--- src/dpf_pkg.sv ---
package dpf_pkg;

  localparam int MAX_SAMPLES_DEF = 65536;
  localparam int Q_DEPTH         = 4;
  localparam int OUT_W           = 16;
  localparam int CFG_IDX_W       = 3;
  localparam int CFG_DATA_W      = 16;

  localparam logic [CFG_IDX_W-1:0] REG_THRESHOLD    = 3'd0;
  localparam logic [CFG_IDX_W-1:0] REG_START_PAD    = 3'd1;
  localparam logic [CFG_IDX_W-1:0] REG_END_PAD      = 3'd2;
  localparam logic [CFG_IDX_W-1:0] REG_COMBINE_MODE = 3'd3;
  localparam logic [CFG_IDX_W-1:0] REG_SEARCH_FIRST = 3'd4;
  localparam logic [CFG_IDX_W-1:0] REG_SEARCH_LAST  = 3'd5;
  localparam logic [CFG_IDX_W-1:0] REG_AP_MIN_GAP   = 3'd6;
  localparam logic [CFG_IDX_W-1:0] REG_AP_MAX_GAP   = 3'd7;

  localparam logic signed [15:0] THRESHOLD_RST    = -16'sd5;
  localparam logic [7:0]         START_PAD_RST    = 8'd2;
  localparam logic [7:0]         END_PAD_RST      = 8'd2;
  localparam logic               COMBINE_MODE_RST = 1'b0;
  localparam logic [15:0]        SEARCH_FIRST_RST = 16'd0;
  localparam logic [15:0]        SEARCH_LAST_RST  = 16'd65535;
  localparam logic [15:0]        AP_MIN_GAP_RST   = 16'd75;
  localparam logic [15:0]        AP_MAX_GAP_RST   = 16'd750;

  typedef struct packed {
    logic signed [15:0] threshold;
    logic [7:0]         start_pad;
    logic [7:0]         end_pad;
    logic               combine_mode;
    logic [15:0]        search_first;
    logic [15:0]        search_last;
    logic [15:0]        ap_min_gap;
    logic [15:0]        ap_max_gap;
  } cfg_t;

  // what one queued item carries besides its indices
  typedef struct packed {
    logic fin0;
    logic fin1;
    logic last;
  } evt_flags_t;

endpackage

--- src/dpf_front.sv ---
module dpf_front import dpf_pkg::*; #(
  parameter int MAX_SAMPLES = MAX_SAMPLES_DEF,
  localparam int IW = $clog2(MAX_SAMPLES),
  localparam int EW = ((IW > 16) ? IW : 16) + 1
) (
  input  logic                clk,
  input  logic                rst_n,
  input  cfg_t                cfg,
  input  logic                accept,
  input  logic signed [15:0]  sample,
  input  logic                last_sample,
  output logic                push,
  output evt_flags_t          flags,
  output logic [IW-1:0]       n_idx,
  output logic [IW-1:0]       s0,
  output logic [EW-1:0]       e0,
  output logic [IW-1:0]       s1,
  output logic [EW-1:0]       e1
);

  localparam logic [IW-1:0] IDX_MAX = IW'(MAX_SAMPLES - 1);

  logic [IW-1:0]        idx_r, idx_nxt;
  logic signed [15:0]   d0_r, d0_nxt, d1_r, d1_nxt;
  logic                 inp_r, inp_nxt;
  logic [IW-1:0]        os_r, os_nxt;

  logic signed [15:0]   thr;
  logic [EW-1:0]        win_lo, win_hi;
  logic [IW-1:0]        ca;
  logic                 n_ge1, n_ge2, in_win_a, in_win_b;
  logic                 above_d0, above_d1, above_v;
  logic                 inp_a, inp_b, fin0;
  logic [IW-1:0]        os_a, os_b;
  logic [EW-1:0]        e0_raw;

  function automatic logic [IW-1:0] sub_pad(input logic [IW-1:0] c, input logic [7:0] pad);
    logic [EW-1:0] ce;
    logic [EW-1:0] pe;
    ce = EW'(c);
    pe = EW'(pad);
    sub_pad = (ce >= pe) ? IW'(ce - pe) : '0;
  endfunction

  assign thr    = cfg.threshold;
  assign win_lo = EW'(cfg.search_first) + EW'(cfg.start_pad);
  assign win_hi = EW'(cfg.search_last);

  always_comb begin
    ca       = idx_r - IW'(1);
    n_ge1    = (idx_r != '0);
    n_ge2    = (idx_r > IW'(1));
    in_win_a = (EW'(ca) >= win_lo) && (EW'(ca) < win_hi);
    in_win_b = (EW'(idx_r) >= win_lo) && (EW'(idx_r) < win_hi);
    above_d0 = d0_r > thr;
    above_d1 = d1_r > thr;
    above_v  = sample > thr;

    // previous sample, now that its successor is known
    inp_a = inp_r;
    os_a  = os_r;
    fin0  = 1'b0;
    if (n_ge1 && in_win_a && !above_d0) begin
      if (!n_ge2 || above_d1) begin
        inp_a = 1'b1;
        os_a  = sub_pad(ca, cfg.start_pad);
      end
      if (above_v) begin
        fin0  = inp_a;
        inp_a = 1'b0;
      end
    end
    e0_raw = EW'(ca) + EW'(cfg.end_pad);
    e0     = (last_sample && (e0_raw > EW'(idx_r))) ? EW'(idx_r) : e0_raw;
    s0     = os_a;

    // final sample: may open, never closes
    inp_b = inp_a;
    os_b  = os_a;
    if (in_win_b && !above_v && (!n_ge1 || above_d0)) begin
      inp_b = 1'b1;
      os_b  = sub_pad(idx_r, cfg.start_pad);
    end
    s1 = os_b;
    e1 = (win_hi < EW'(idx_r)) ? win_hi : EW'(idx_r);

    flags.fin0 = fin0;
    flags.fin1 = last_sample && inp_b;
    flags.last = last_sample;
    n_idx      = idx_r;
    push       = accept && (fin0 || last_sample);

    idx_nxt = idx_r;
    d0_nxt  = d0_r;
    d1_nxt  = d1_r;
    inp_nxt = inp_r;
    os_nxt  = os_r;
    if (accept) begin
      if (last_sample) begin
        idx_nxt = '0;
        d0_nxt  = '0;
        d1_nxt  = '0;
        inp_nxt = 1'b0;
        os_nxt  = '0;
      end else begin
        idx_nxt = (idx_r < IDX_MAX) ? idx_r + IW'(1) : idx_r;
        d1_nxt  = d0_r;
        d0_nxt  = sample;
        inp_nxt = inp_a;
        os_nxt  = os_a;
      end
    end
  end

  always_ff @(posedge clk) begin
    if (!rst_n) begin
      idx_r <= '0;
      d0_r  <= '0;
      d1_r  <= '0;
      inp_r <= 1'b0;
      os_r  <= '0;
    end else begin
      idx_r <= idx_nxt;
      d0_r  <= d0_nxt;
      d1_r  <= d1_nxt;
      inp_r <= inp_nxt;
      os_r  <= os_nxt;
    end
  end

endmodule

--- src/dpf_queue.sv ---
module dpf_queue import dpf_pkg::*; #(
  parameter int W     = 8,
  parameter int DEPTH = Q_DEPTH,
  localparam int PW = $clog2(DEPTH),
  localparam int CW = $clog2(DEPTH + 1)
) (
  input  logic         clk,
  input  logic         rst_n,
  input  logic         push,
  input  logic [W-1:0] din,
  input  logic         pop,
  output logic [W-1:0] dout,
  output logic         full,
  output logic         empty
);

  logic [W-1:0]  mem_r [DEPTH];
  logic [PW-1:0] wr_ptr_r, wr_ptr_nxt;
  logic [PW-1:0] rd_ptr_r, rd_ptr_nxt;
  logic [CW-1:0] cnt_r, cnt_nxt;

  assign full  = (cnt_r == CW'(DEPTH));
  assign empty = (cnt_r == '0);
  assign dout  = mem_r[rd_ptr_r];

  always_comb begin
    wr_ptr_nxt = wr_ptr_r;
    rd_ptr_nxt = rd_ptr_r;
    cnt_nxt    = cnt_r;
    if (push) begin
      wr_ptr_nxt = (wr_ptr_r == PW'(DEPTH - 1)) ? '0 : wr_ptr_r + PW'(1);
    end
    if (pop) begin
      rd_ptr_nxt = (rd_ptr_r == PW'(DEPTH - 1)) ? '0 : rd_ptr_r + PW'(1);
    end
    if (push && !pop) begin
      cnt_nxt = cnt_r + CW'(1);
    end else if (pop && !push) begin
      cnt_nxt = cnt_r - CW'(1);
    end
  end

  always_ff @(posedge clk) begin
    if (push) begin
      mem_r[wr_ptr_r] <= din;
    end
  end

  always_ff @(posedge clk) begin
    if (!rst_n) begin
      wr_ptr_r <= '0;
      rd_ptr_r <= '0;
      cnt_r    <= '0;
    end else begin
      wr_ptr_r <= wr_ptr_nxt;
      rd_ptr_r <= rd_ptr_nxt;
      cnt_r    <= cnt_nxt;
    end
  end

endmodule

--- src/dpf_back.sv ---
module dpf_back import dpf_pkg::*; #(
  parameter int MAX_SAMPLES = MAX_SAMPLES_DEF,
  localparam int IW = $clog2(MAX_SAMPLES),
  localparam int EW = ((IW > 16) ? IW : 16) + 1
) (
  input  logic             clk,
  input  logic             rst_n,
  input  cfg_t             cfg,
  input  logic             q_valid,
  input  evt_flags_t       flags,
  input  logic [IW-1:0]    n_idx,
  input  logic [IW-1:0]    s0,
  input  logic [EW-1:0]    e0,
  input  logic [IW-1:0]    s1,
  input  logic [EW-1:0]    e1,
  output logic             q_pop,
  output logic             out_valid,
  input  logic             out_stall,
  output logic             out_has_pulse,
  output logic [OUT_W-1:0] out_pulse_start,
  output logic [OUT_W-1:0] out_pulse_end,
  output logic             out_record_end
);

  typedef enum logic [1:0] {PH_F0, PH_F1, PH_END} phase_t;

  phase_t            ph_r, ph_nxt;
  logic              hv_r, hv_nxt;
  logic [IW-1:0]     hs_r, hs_nxt;
  logic [EW-1:0]     he_r, he_nxt;
  logic [EW-1:0]     pre_r, pre_nxt;
  logic              ov_r, ov_nxt;
  logic              has_r, rec_r;
  logic [OUT_W-1:0]  ps_r, pe_r;

  logic              step, use0, use1, use_end, more, drop;
  logic [IW-1:0]     fs;
  logic [EW-1:0]     fe, fs_e, hs_e, he_c, pre_c, cut, n_e;
  logic              em, em_has, em_rec;
  logic [OUT_W-1:0]  em_start, em_end;

  always_comb begin
    step    = q_valid && (!ov_r || !out_stall);
    use0    = (ph_r == PH_F0) && flags.fin0;
    use1    = !use0 && (ph_r != PH_END) && flags.fin1;
    use_end = !use0 && !use1 && flags.last;
    fs      = use0 ? s0 : s1;
    fe      = use0 ? e0 : e1;
    fs_e    = EW'(fs);
    hs_e    = EW'(hs_r);
    n_e     = EW'(n_idx);
    he_c    = (flags.last && (he_r > n_e)) ? n_e : he_r;
    pre_c   = (flags.last && (pre_r > n_e)) ? n_e : pre_r;
    cut     = (fs_e < he_c) ? fs_e : he_c;
    drop    = hv_r && (fs_e > hs_e + EW'(cfg.ap_min_gap)) &&
              (fs_e < hs_e + EW'(cfg.ap_max_gap));

    hv_nxt   = hv_r;
    hs_nxt   = hs_r;
    he_nxt   = he_r;
    pre_nxt  = pre_r;
    em       = 1'b0;
    em_has   = 1'b0;
    em_rec   = 1'b0;
    em_start = '0;
    em_end   = '0;
    more     = 1'b0;

    if (step) begin
      he_nxt  = he_c;
      pre_nxt = pre_c;
      if (use0 || use1) begin
        more = use0 ? (flags.fin1 || flags.last) : flags.last;
        if (cfg.combine_mode) begin
          if (hv_r && (fs_e < pre_c)) begin
            he_nxt = fe;
          end else begin
            em       = hv_r;
            em_has   = 1'b1;
            em_start = OUT_W'(hs_r);
            em_end   = OUT_W'(he_c);
            hv_nxt   = 1'b1;
            hs_nxt   = fs;
            he_nxt   = fe;
          end
          pre_nxt = fe;
        end else if (!drop) begin
          em       = hv_r && !(cut < hs_e);
          em_has   = 1'b1;
          em_start = OUT_W'(hs_r);
          em_end   = OUT_W'(cut);
          hv_nxt   = 1'b1;
          hs_nxt   = fs;
          he_nxt   = fe;
          pre_nxt  = fe;
        end
      end else if (use_end) begin
        em     = 1'b1;
        em_rec = 1'b1;
        if (hv_r && !(!cfg.combine_mode && (he_c < hs_e))) begin
          em_has   = 1'b1;
          em_start = OUT_W'(hs_r);
          em_end   = OUT_W'(he_c);
        end
        hv_nxt  = 1'b0;
        hs_nxt  = '0;
        he_nxt  = '0;
        pre_nxt = '0;
      end
    end

    q_pop = step && !more;
    if (!step) begin
      ph_nxt = ph_r;
    end else if (!more) begin
      ph_nxt = PH_F0;
    end else if (use0) begin
      ph_nxt = PH_F1;
    end else begin
      ph_nxt = PH_END;
    end

    if (step) begin
      ov_nxt = em;
    end else begin
      ov_nxt = ov_r && out_stall;
    end
  end

  always_ff @(posedge clk) begin
    if (!rst_n) begin
      ph_r  <= PH_F0;
      hv_r  <= 1'b0;
      hs_r  <= '0;
      he_r  <= '0;
      pre_r <= '0;
      ov_r  <= 1'b0;
    end else begin
      ph_r  <= ph_nxt;
      hv_r  <= hv_nxt;
      hs_r  <= hs_nxt;
      he_r  <= he_nxt;
      pre_r <= pre_nxt;
      ov_r  <= ov_nxt;
    end
    if (step && em) begin
      has_r <= em_has;
      ps_r  <= em_start;
      pe_r  <= em_end;
      rec_r <= em_rec;
    end
  end

  assign out_valid       = ov_r;
  assign out_has_pulse   = has_r;
  assign out_pulse_start = ps_r;
  assign out_pulse_end   = pe_r;
  assign out_record_end  = rec_r;

endmodule

--- src/discriminator_pulse_finder.sv ---
// Channel  Ports                                         Accepted when
// in       in_valid/in_stall, in_sample, in_last_sample  in_valid && !in_stall
// out      out_valid/out_stall, out_has_pulse,           out_valid && !out_stall
//          out_pulse_start, out_pulse_end, out_record_end
// cfg      cfg_we, cfg_index, cfg_data                   cfg_we
//
// One sample per cycle in while in_stall is low; the front classifies a sample once its
// successor is accepted, the final one in its own accept cycle. Finished pulses and record
// ends go through a 4-entry queue to the back end, which takes one step per cycle unless a
// held result stalls it: one step for a pulse item, one to three for a record-end item.
// An item gives zero to three registered results. in_stall rises only when the queue is full.
// rst_n is synchronous; it clears the record state and loads register defaults.
module discriminator_pulse_finder import dpf_pkg::*; #(
  parameter int MAX_SAMPLES = MAX_SAMPLES_DEF
) (
  input  logic                  clk,
  input  logic                  rst_n,
  input  logic                  in_valid,
  output logic                  in_stall,
  input  logic signed [15:0]    in_sample,
  input  logic                  in_last_sample,
  output logic                  out_valid,
  input  logic                  out_stall,
  output logic                  out_has_pulse,
  output logic [OUT_W-1:0]      out_pulse_start,
  output logic [OUT_W-1:0]      out_pulse_end,
  output logic                  out_record_end,
  input  logic                  cfg_we,
  input  logic [CFG_IDX_W-1:0]  cfg_index,
  input  logic [CFG_DATA_W-1:0] cfg_data
);

  localparam int IW = $clog2(MAX_SAMPLES);
  localparam int EW = ((IW > 16) ? IW : 16) + 1;
  localparam int QW = $bits(evt_flags_t) + 3 * IW + 2 * EW;

  cfg_t           cfg_r, cfg_nxt;
  logic           accept, push, q_pop, q_full, q_empty;
  evt_flags_t     f_flags, b_flags;
  logic [IW-1:0]  f_n, f_s0, f_s1, b_n, b_s0, b_s1;
  logic [EW-1:0]  f_e0, f_e1, b_e0, b_e1;
  logic [QW-1:0]  q_din, q_dout;

  always_comb begin
    cfg_nxt = cfg_r;
    if (cfg_we) begin
      case (cfg_index)
        REG_THRESHOLD:    cfg_nxt.threshold    = cfg_data;
        REG_START_PAD:    cfg_nxt.start_pad    = cfg_data[7:0];
        REG_END_PAD:      cfg_nxt.end_pad      = cfg_data[7:0];
        REG_COMBINE_MODE: cfg_nxt.combine_mode = cfg_data[0];
        REG_SEARCH_FIRST: cfg_nxt.search_first = cfg_data;
        REG_SEARCH_LAST:  cfg_nxt.search_last  = cfg_data;
        REG_AP_MIN_GAP:   cfg_nxt.ap_min_gap   = cfg_data;
        REG_AP_MAX_GAP:   cfg_nxt.ap_max_gap   = cfg_data;
        default:          cfg_nxt = cfg_r;
      endcase
    end
  end

  always_ff @(posedge clk) begin
    if (!rst_n) begin
      cfg_r.threshold    <= THRESHOLD_RST;
      cfg_r.start_pad    <= START_PAD_RST;
      cfg_r.end_pad      <= END_PAD_RST;
      cfg_r.combine_mode <= COMBINE_MODE_RST;
      cfg_r.search_first <= SEARCH_FIRST_RST;
      cfg_r.search_last  <= SEARCH_LAST_RST;
      cfg_r.ap_min_gap   <= AP_MIN_GAP_RST;
      cfg_r.ap_max_gap   <= AP_MAX_GAP_RST;
    end else begin
      cfg_r <= cfg_nxt;
    end
  end

  assign in_stall = q_full;
  assign accept   = in_valid && !q_full;

  dpf_front #(.MAX_SAMPLES(MAX_SAMPLES)) u_front (
    .clk         (clk),
    .rst_n       (rst_n),
    .cfg         (cfg_r),
    .accept      (accept),
    .sample      (in_sample),
    .last_sample (in_last_sample),
    .push        (push),
    .flags       (f_flags),
    .n_idx       (f_n),
    .s0          (f_s0),
    .e0          (f_e0),
    .s1          (f_s1),
    .e1          (f_e1)
  );

  assign q_din = {f_flags, f_n, f_s0, f_e0, f_s1, f_e1};
  assign {b_flags, b_n, b_s0, b_e0, b_s1, b_e1} = q_dout;

  dpf_queue #(.W(QW), .DEPTH(Q_DEPTH)) u_queue (
    .clk   (clk),
    .rst_n (rst_n),
    .push  (push),
    .din   (q_din),
    .pop   (q_pop),
    .dout  (q_dout),
    .full  (q_full),
    .empty (q_empty)
  );

  dpf_back #(.MAX_SAMPLES(MAX_SAMPLES)) u_back (
    .clk             (clk),
    .rst_n           (rst_n),
    .cfg             (cfg_r),
    .q_valid         (!q_empty),
    .flags           (b_flags),
    .n_idx           (b_n),
    .s0              (b_s0),
    .e0              (b_e0),
    .s1              (b_s1),
    .e1              (b_e1),
    .q_pop           (q_pop),
    .out_valid       (out_valid),
    .out_stall       (out_stall),
    .out_has_pulse   (out_has_pulse),
    .out_pulse_start (out_pulse_start),
    .out_pulse_end   (out_pulse_end),
    .out_record_end  (out_record_end)
  );

  a_reset_clears_out: assert property (@(posedge clk) !rst_n |=> !out_valid)
    else $error("result valid right after reset");

  a_pop_nonempty: assert property (@(posedge clk) disable iff (!rst_n)
    q_pop |-> !q_empty)
    else $error("queue pop while empty");

  a_last_queued: assert property (@(posedge clk) disable iff (!rst_n)
    (accept && in_last_sample) |=> !q_empty)
    else $error("record end item not queued");

  a_empty_is_end: assert property (@(posedge clk) disable iff (!rst_n)
    (out_valid && !out_has_pulse) |-> (out_record_end && out_pulse_start == '0 &&
                                       out_pulse_end == '0))
    else $error("empty result that is not a record end");

endmodule

--- config.mk ---
export PLATFORM = sky130hd
export DESIGN_NAME = discriminator_pulse_finder
export DESIGN_NICKNAME = d
export VERILOG_FILES = /design/src/dpf_pkg.sv /design/src/dpf_front.sv /design/src/dpf_queue.sv /design/src/dpf_back.sv /design/src/discriminator_pulse_finder.sv
export SDC_FILE = /design/constraint.sdc
export NUM_CORES = 1
export LEC_CHECK = 0
export ABC_CLOCK_PERIOD_IN_PS = 8320
export BUFFER_PORTS_ARGS = -buffer_cell sky130_fd_sc_hd__buf_4
export CAP_MARGIN = 20
export CELL_PAD_IN_SITES_DETAIL_PLACEMENT = 1
export CELL_PAD_IN_SITES_GLOBAL_PLACEMENT = 1
export CORE_ASPECT_RATIO = 1.75
export CORE_MARGIN = 3
export CORE_UTILIZATION = 47
export CTS_BUF_LIST = sky130_fd_sc_hd__clkbuf_4 sky130_fd_sc_hd__clkbuf_8 sky130_fd_sc_hd__clkbuf_16
export DETAILED_ROUTE_END_ITERATION = 8
export MAX_ROUTING_LAYER = met4
export PLACE_DENSITY_LB_ADDON = 0.1
export RECOVER_POWER = 50
export SKIP_CTS_REPAIR_TIMING = 1
export SKIP_LAST_GASP = 1
export SYNTH_ARGS = -nofsm -noshare
export SYNTH_HDL_FRONTEND = slang
export SYNTH_SLANG_ARGS = --single-unit
--- constraint.sdc ---
create_clock -name clk -period 8.32 [get_ports clk]
set_input_delay 1.664 -clock clk [delete_from_list [all_inputs] [get_ports clk]]
set_output_delay 1.664 -clock clk [all_outputs]
set_load 0.02 [all_outputs]
==> metrics, run 1 <==
max-capacitance violation count 4; Sink Count 595; Fin. Hold Viols 0; initial antenna violation count 0; EDFF count, synth 370; Worst Clk Skew 0.0246 ns; post-synth top area share 33.7%; CTS clk-pin slew, worst paths 0.07 ns; post-DP HPWL 87,600 microns; Clock Latency Late Sink 0.64 ns; Hold Startpoint cfg_r[83]; area leader, netlist edfxtp_1; syn avg cell area 11.1 sq um; Final min period 7.77 ns; clk buf depth 3; final setup violation count 0; Power, Total 12.6 mW; Antenna Cells 0; Fmax 0.129 GHz; CP Capture Type flop; area added between synthesis and finish 11.5%; drt pass-1 iters 5; Hold WC Path Type reg -> reg; Worst R2R Path Depth 35; P per Cell Area 342 nW/um^2; Die Width 206 microns; Placed Instance Area 35,000 sq um; Layout fillers 7,406; Rows 127; post-synthesis sequential area ratio 47.4%; CTS root buffer clkbuf_16; Max Transition Viols Final 208; peak supply drop 176 uV; CTS tree yes; crit path launch type flop; wirelength, routed 114,000 microns; post-synthesis cell count 2,973; Slowest Stage Delay on Critical Path 0.60 ns; Die H 356 microns; failing checks max-capacitance violations, max-slew violations; RR Endpoint u_back.out_pulse_end[5]; RePlAce Congestion 0.943; run status finished with violations; IO Port Bufs 76; critical path required time 8.69 ns; vias in the first global route 26,500; top-count cell post-synth edfxtp_1; Multi-input gate area 16,200 sq um; Hold EP cfg_r[83]; WS Path Type reg -> reg; first-pass GRT wire length 168,000 microns; Top FF cell, synth edfxtp_1; Async S/R FF share, synth 0%; CP max-delay cell dfxtp_4; Synth Register Bits 595; crit path max fanout 34; Synth area leaders edfxtp_1 34%, dfxtp_1 14%, ha_1 12%, mux4_2 5.7%, a21oi_1 3.5%; boundary pin count 77; GR Overflow Total 0; Syn. warnings 0; H-tree levels 2; setup TNS 0 ns; Final nets 3,451; All-Layer GR Usage 31.9%; RSZ-0062 raised after global routing no; commonest cells in the netlist 370 x edfxtp_1, 322 x ha_1, 264 x nand2_1; fin crit share 93.4%; Worst Path Arrival 8.14 ns; Fin Hold WS 0.460 ns; core area 69,000 sq um; Num CTS Buffers 56; drt via density 6.14; Die Area 73,400 sq um; Syn Nets 3,343; Iter 0 DRT Violations 1,379; detailed-route DRC error count 0; Slew @ Worst Pin 4.14 ns; post-route design area 36,700 sq um; average routed wire per standard cell 28.2 microns; total number of vias 24,700; WHS Path Cells 2; post-synth cell types 78; Final ANT Viol Nets 0; cell area after synthesis 33,000 sq um; Slew HR -176%; Starting Density 47.8%; share of layout cells above drive strength 1 12.2%; largest net degree at the start of global routing 64; FF/Latch Area 15,600 sq um; P_leak 14.7 nW; worst reg-to-reg setup slack 0.55 ns
==> metrics by stage <==
| stage | setup slack [ns] | cells | util, % |
|---|---|---|---|
| floorplan | 0.105 | 2973 | - |
| finish | 0.550 | 4030 | 53.3 |
| global route | 0.0340 | 4030 | 53.3 |
| detailed placement | 0.406 | 3922 | 50.8 |
| CTS | 0.383 | 4026 | 53.6 |
| global placement | 0.568 | 3922 | 50.8 |
==> cell usage in the layout, fill, tap and decap left out, types with 13 or more instances in the layout <==
cell	n
edfxtp_1	370
ha_1	322
nand2_1	263
a21oi_1	230
dfxtp_1	223
nor2_1	204
inv_1	171
buf_4	109
o21ai_0	92
mux4_2	83
xnor2_1	74
a21o_1	68
mux2i_1	58
clkbuf_1	58
clkbuf_16	56
o21a_1	50
nand4_1	49
nand3_1	49
nor2b_1	45
o211ai_1	45
and3_1	43
nor3_1	37
o221a_2	27
mux2_1	23
nand2b_1	22
and2_1	22
o22ai_1	20
mux2_2	20
xor2_1	19
o32ai_1	15
a211oi_1	14
clkbuf_4	13
==> power breakdown <==
group	internal, mW	leakage [nW]	total [mW]	switching [mW]
combinational	2.32	8.42	6.06	3.74
sequential	3.55	5.32	3.81	0.263
clock	1.53	0.938	2.70	1.18
==> worst max-delay path: cells and delay by family, from the launching register on <==
kind	cells	cell delay, ns
AOI/OAI and AO/OA	18	3.43
and+or+nand+nor	8	1.41
adders and majority gates	3	0.72
muxes	2	0.68
buffers and inverters	4	0.64
DFF	1	0.60
==> state kept, by name, summed over array words and instances (netlist names), 2 cells and up, named ones only <==
| signal | flops |
|---|---|
| cfg_r | 97 |
| u_back.he_r | 17 |
| u_back.hs_r | 16 |
| u_back.out_pulse_end | 16 |
| u_back.out_pulse_start | 16 |
| u_back.ph_r | 2 |
| u_back.pre_r | 17 |
| u_front.d0_r | 16 |
| u_front.d1_r | 16 |
| u_front.n_idx | 16 |
| u_front.os_r | 16 |
| u_queue.cnt_r | 3 |
| u_queue.mem_r | 336 |
| u_queue.rd_ptr_r | 2 |
| u_queue.wr_ptr_r | 2 |
==> per-layer routing <==
metal	vias to the layer above	share of wire (%)	track usage, %
li1	11300	-	-
met2	656	53	57.3
met5	-	0	-
met4	0	8.0	20.0
met3	343	3.3	2.91
met1	12500	36	33.2
==> cell type report <==
| cell class | count | area share [%] |
|---|---|---|
| multi-input cells | 2079 | 44.2 |
| repair buffers | 175 | 3.20 |
| inverters | 174 | 1.78 |
| flip-flops and latches | 595 | 42.5 |
| well taps | 903 | 3.08 |
| clock buffers | 75 | 4.31 |
| clock inverters | 29 | 0.913 |
==> worst max path at each step <==
stage	from	endpoint	slack, ns	cells after the start
3_5_place_dp	flop	u_back.out_pulse_start[9]	0.41	33
5_1_grt	flop	u_back.out_pulse_end[5]	0.03	35
2_1_floorplan	flop	u_back.out_has_pulse	0.11	38
3_3_place_gp	flop	u_back.out_pulse_start[9]	0.57	33
6_report	flop	u_back.out_pulse_end[5]	0.55	35
4_1_cts	flop	u_back.out_pulse_end[5]	0.38	35
==> cells by family after synthesis <==
group           Yosys count  synth area share [%]
mux                     185                  8.97
compound gates          678                  13.6
flops                   595                  47.4
buf+inv                 299                  3.53
fa+ha+maj               329                  12.7
simple gates            794                  11.4
xor+xnor                 93                  2.47
Note: power is estimated with default switching activity, not from simulation.
==> run 2, diff against run 1 <==
- GPL_TIMING_DRIVEN: unset -> 0
==> metrics, run 2 (same netlist as run 1, synthesis figures left out) <==
most frequent cells in the layout 370 x edfxtp_1, 321 x ha_1, 263 x nand2_1, 224 x dfxtp_1, 214 x a21oi_1; Final WS setup 0.0896 ns; total number of vias 25,200; Slowest Stage Delay on Critical Path 0.38 ns; wirelength, routed 119,000 microns; Antenna Cells 0; crit path launch type flop; setup TNS 0 ns; Final min period 8.23 ns; Largest register FFs 336; vias in the first global route 27,200; average routed wire per standard cell 29.2 microns; Fmax 0.122 GHz; run status finished with violations; Hold WC Path Type reg -> reg; H-tree levels 2; largest registers u_queue.mem_r x336, cfg_r x97; CTS root buffer clkbuf_16; CP max-delay cell ha_1; core area 69,000 sq um; WS Path Type reg -> reg; max-capacitance violation count 1; largest register by flop count u_queue.mem_r; IO Port Bufs 72; clk buf depth 3; Die H 356 microns; Final ANT Viol Nets 0; Final nets 3,503; All-Layer GR Usage 33.2%; share of layout cells above drive strength 1 12.1%; CTS clk-pin slew, worst paths 0.07 ns; area added between synthesis and finish 12.9%; Fin. Hold Viols 0; commonest non-fill, non-tap cell in the layout edfxtp_1; Num CTS Buffers 55; Slew @ Worst Pin 1.49 ns; P_leak 14.7 nW; Worst Path Arrival 8.61 ns; worst reg-to-reg setup slack 0.09 ns; largest net degree at the start of global routing 61; Setup WS pre-CTS -2.88 ns; CTS tree yes; initial antenna violation count 0; Starting Density 47.8%; peak supply drop 215 uV; first-pass GRT wire length 174,000 microns; drt pass-1 iters 7; failing checks max-capacitance violations, max-slew violations; Slew HR -0.504%; boundary pin count 77; final setup violation count 0; most used cell, CP a21o_1; Die Width 206 microns; fin crit share 98.9%; Max Transition Viols Final 1; RePlAce Congestion 0.981; critical path required time 8.70 ns; Iter 0 DRT Violations 1,517; detailed-route DRC error count 0; CP Capture Type flop; GR Overflow Total 0; drt via density 6.18; Rows 127; Sink Count 595; crit path max fanout 17; P per Cell Area 345 nW/um^2; Die Area 73,400 sq um; Clock Latency Late Sink 0.65 ns; post-DP HPWL 93,000 microns; Worst Clk Skew 0.0369 ns
[run 2: changes by cell type in the layout (fill, tap and decap cells not counted), moves of 7 or more]
cell and change:
clkbuf_1 +72, buf_4 -55, a21oi_1 -16, buf_2 +12, mux2i_1 -12, a21oi_4 +9, a21oi_2 +7, inv_1 -7
inv_2 +7
[run 2: path summary, 6_finish.rpt]
check / cells past startpoint / start / to
worst max-delay path: 39 / flop / u_back.out_pulse_start[1]
worst min-delay path: 2 / cfg_r[50] / cfg_r[50]
worst max register to register: 39 / flop / u_back.out_pulse_start[1]
worst min register to register: 2 / cfg_r[50] / cfg_r[50]
[run 2: cell type report]
class                           instances  area [sq um]
Fill cell                            7392         31800
Timing Repair Buffer                  104           777
Multi-Input combinational cell       2080         16500
Sequential cell                       595         15600
Buffer                                123           613
Clock inverter                         36           429
Tap cell                              903          1130
Inverter                              174           657
Clock buffer                           68          1520
[run 2: report_power, final]
group	total [mW]	internal, mW	switching [mW]
sequential	3.79	3.54	0.245
clock	2.77	1.56	1.22
combinational	6.27	2.42	3.85
[run 2: critical path, delay by kind of cell, from the launching register on]
family	cells	cell delay, ns
AO/OA/AOI/OAI	17	3.17
buffers and inverters	9	1.66
multiplexers	2	0.53
adder cells (fa/ha/maj)	3	0.94
flip-flops	1	0.36
AND/OR/NAND/NOR	8	1.25
[run 2: stage by stage]
step	cell area [sq um]	util [%]	hold WS [ns]	power (mW)	instances
2_1_floorplan	33000	-	0.436	7.65	2973
3_3_place_gp	34600	50.2	0.447	9.52	3948
3_5_place_dp	34800	50.5	0.457	9.76	3960
4_1_cts	36800	53.3	0.470	12.6	4064
5_1_grt	37200	53.9	0.489	13.6	4083
6_report	37200	53.9	0.469	12.8	4083
[run 2: routing by layer]
| layer | global-route usage [%] | wire, microns |
|---|---|---|
| met1 | 34.6 | 42000 |
| met4 | 24.6 | 11500 |
| met3 | 3.25 | 4840 |
| met5 | - | 0 |
| met2 | 57.6 | 60900 |
==> run 3, diff against run 2 <==
- BUFFER_PORTS_ARGS: -buffer_cell sky130_fd_sc_hd__buf_4 -> -buffer_cell sky130_fd_sc_hd__buf_2
==> metrics, run 3 (same netlist as run 1, synthesis figures left out) <==
run status completed; initial antenna violation count 2; most frequent cells in the layout 370 x edfxtp_1, 322 x ha_1, 263 x nand2_1, 224 x dfxtp_1, 216 x a21oi_1; RePlAce Congestion 0.977; All-Layer GR Usage 33.3%; crit path launch type flop; Worst Path Arrival 8.43 ns; drt via density 6.17; Fin Hold WS 0.458 ns; Setup WS pre-CTS -2.74 ns; max-capacitance violation count 0; Rows 127; Starting Density 47.8%; P per Cell Area 342 nW/um^2; largest net degree at the start of global routing 61; Worst R2R Path Depth 37; WHS Path Cells 2; Num CTS Buffers 57; Die H 356 microns; Final nets 3,503; Fin. Hold Viols 0; Final min period 8.05 ns; Inst Count DP 3,961; Final ANT Viol Nets 0; first-pass GRT wire length 174,000 microns; CP Capture Type flop; Hold EP cfg_r[83]; largest registers u_queue.mem_r x336, cfg_r x97; total number of vias 25,200; drt pass-1 iters 5; Worst Clk Skew 0.0272 ns; Placed Instance Area 34,600 sq um; GR Overflow Total 0; share of layout cells above drive strength 1 11.9%; Die Area 73,400 sq um; Max Transition Viols Final 0; Layout fillers 7,367; Largest register FFs 336; IO Port Bufs 72; worst reg-to-reg setup slack 0.27 ns; post-route design area 37,000 sq um; boundary pin count 77; Hold WC Path Type reg -> reg; most used cell, CP a21o_1; P_leak 14.7 nW; wirelength, routed 119,000 microns; Hold Startpoint cfg_r[83]; Fmax 0.124 GHz; WS Path Type reg -> reg; crit path max fanout 17; Clock Latency Late Sink 0.65 ns; CP max-delay cell mux4_2; CTS clk-pin slew, worst paths 0.07 ns; commonest non-fill, non-tap cell in the layout edfxtp_1; H-tree levels 2; Slew @ Worst Pin 1.39 ns; largest register by flop count u_queue.mem_r; Slew HR 6.36%; final setup violation count 0; Sink Count 595; Final WS setup 0.272 ns; clk buf depth 3; core area 69,000 sq um; critical path required time 8.70 ns; fin crit share 96.7%; CTS root buffer clkbuf_16; post-DP HPWL 93,500 microns; Post-Layout Cell Count 4,085; vias in the first global route 27,100; peak supply drop 191 uV; Iter 0 DRT Violations 1,457; Slowest Stage Delay on Critical Path 0.52 ns; RR Endpoint u_back.out_pulse_start[8]; Die Width 206 microns; area added between synthesis and finish 12.3%; CTS tree yes; average routed wire per standard cell 29.0 microns; setup TNS 0 ns; detailed-route DRC error count 0
[run 3: cell type report]
| cell class | count | area (sq um) | share of cell area [%] |
|---|---|---|---|
| inverters | 174 | 657 | 1.78 |
| repair buffers | 103 | 662 | 1.79 |
| clock inverters | 37 | 358 | 0.967 |
| clock buffers | 69 | 1560 | 4.21 |
| plain buffers | 123 | 608 | 1.64 |
| multi-input cells | 2079 | 16400 | 44.3 |
| flip-flops and latches | 595 | 15600 | 42.2 |
| diodes | 2 | 5.00 | 0.0135 |
| well taps | 903 | 1130 | 3.05 |
[run 3: power breakdown]
part           internal, mW  switching [mW]  total, mW
combinational          2.37            3.81       6.18
sequential             3.54           0.241       3.78
clock                  1.48            1.21       2.68
[run 3: per-layer routing]
layer / up-vias / share of wire, % / GRT usage (%)
met3: 402 / 4.1 / 3.89
met4: 0 / 9.2 / 23.5
li1: 11400 / - / -
met2: 783 / 52 / 58.7
met5: - / 0 / -
met1: 12600 / 35 / 33.9
[run 3: metrics by stage]
stage | total power, mW | util (%)
6_report | 12.6 | 53.7
3_3_place_gp | 9.44 | 49.9
4_1_cts | 12.4 | 53.0
3_5_place_dp | 9.70 | 50.2
5_1_grt | 13.4 | 53.6
2_1_floorplan | 7.65 | -
[run 3: how the worst max path moves through the flow]
stage | from | endpoint | cells past startpoint
floorplan | flop | u_back.out_has_pulse | 38
global placement | flop | u_back.out_pulse_start[8] | 38
detailed placement | flop | u_back.out_pulse_start[6] | 39
CTS | flop | u_back.out_pulse_start[6] | 39
global route | flop | u_back.out_pulse_start[6] | 40
finish | flop | u_back.out_pulse_start[8] | 37
[run 3: critical path: cells and delay by family (launching register included)]
family | cells | cell delay, ns
multiplexers | 2 | 0.70
flip-flops | 1 | 0.36
buffers and inverters | 9 | 1.49
AO/OA/AOI/OAI | 18 | 3.52
adder cells (fa/ha/maj) | 3 | 0.96
AND/OR/NAND/NOR | 5 | 0.70
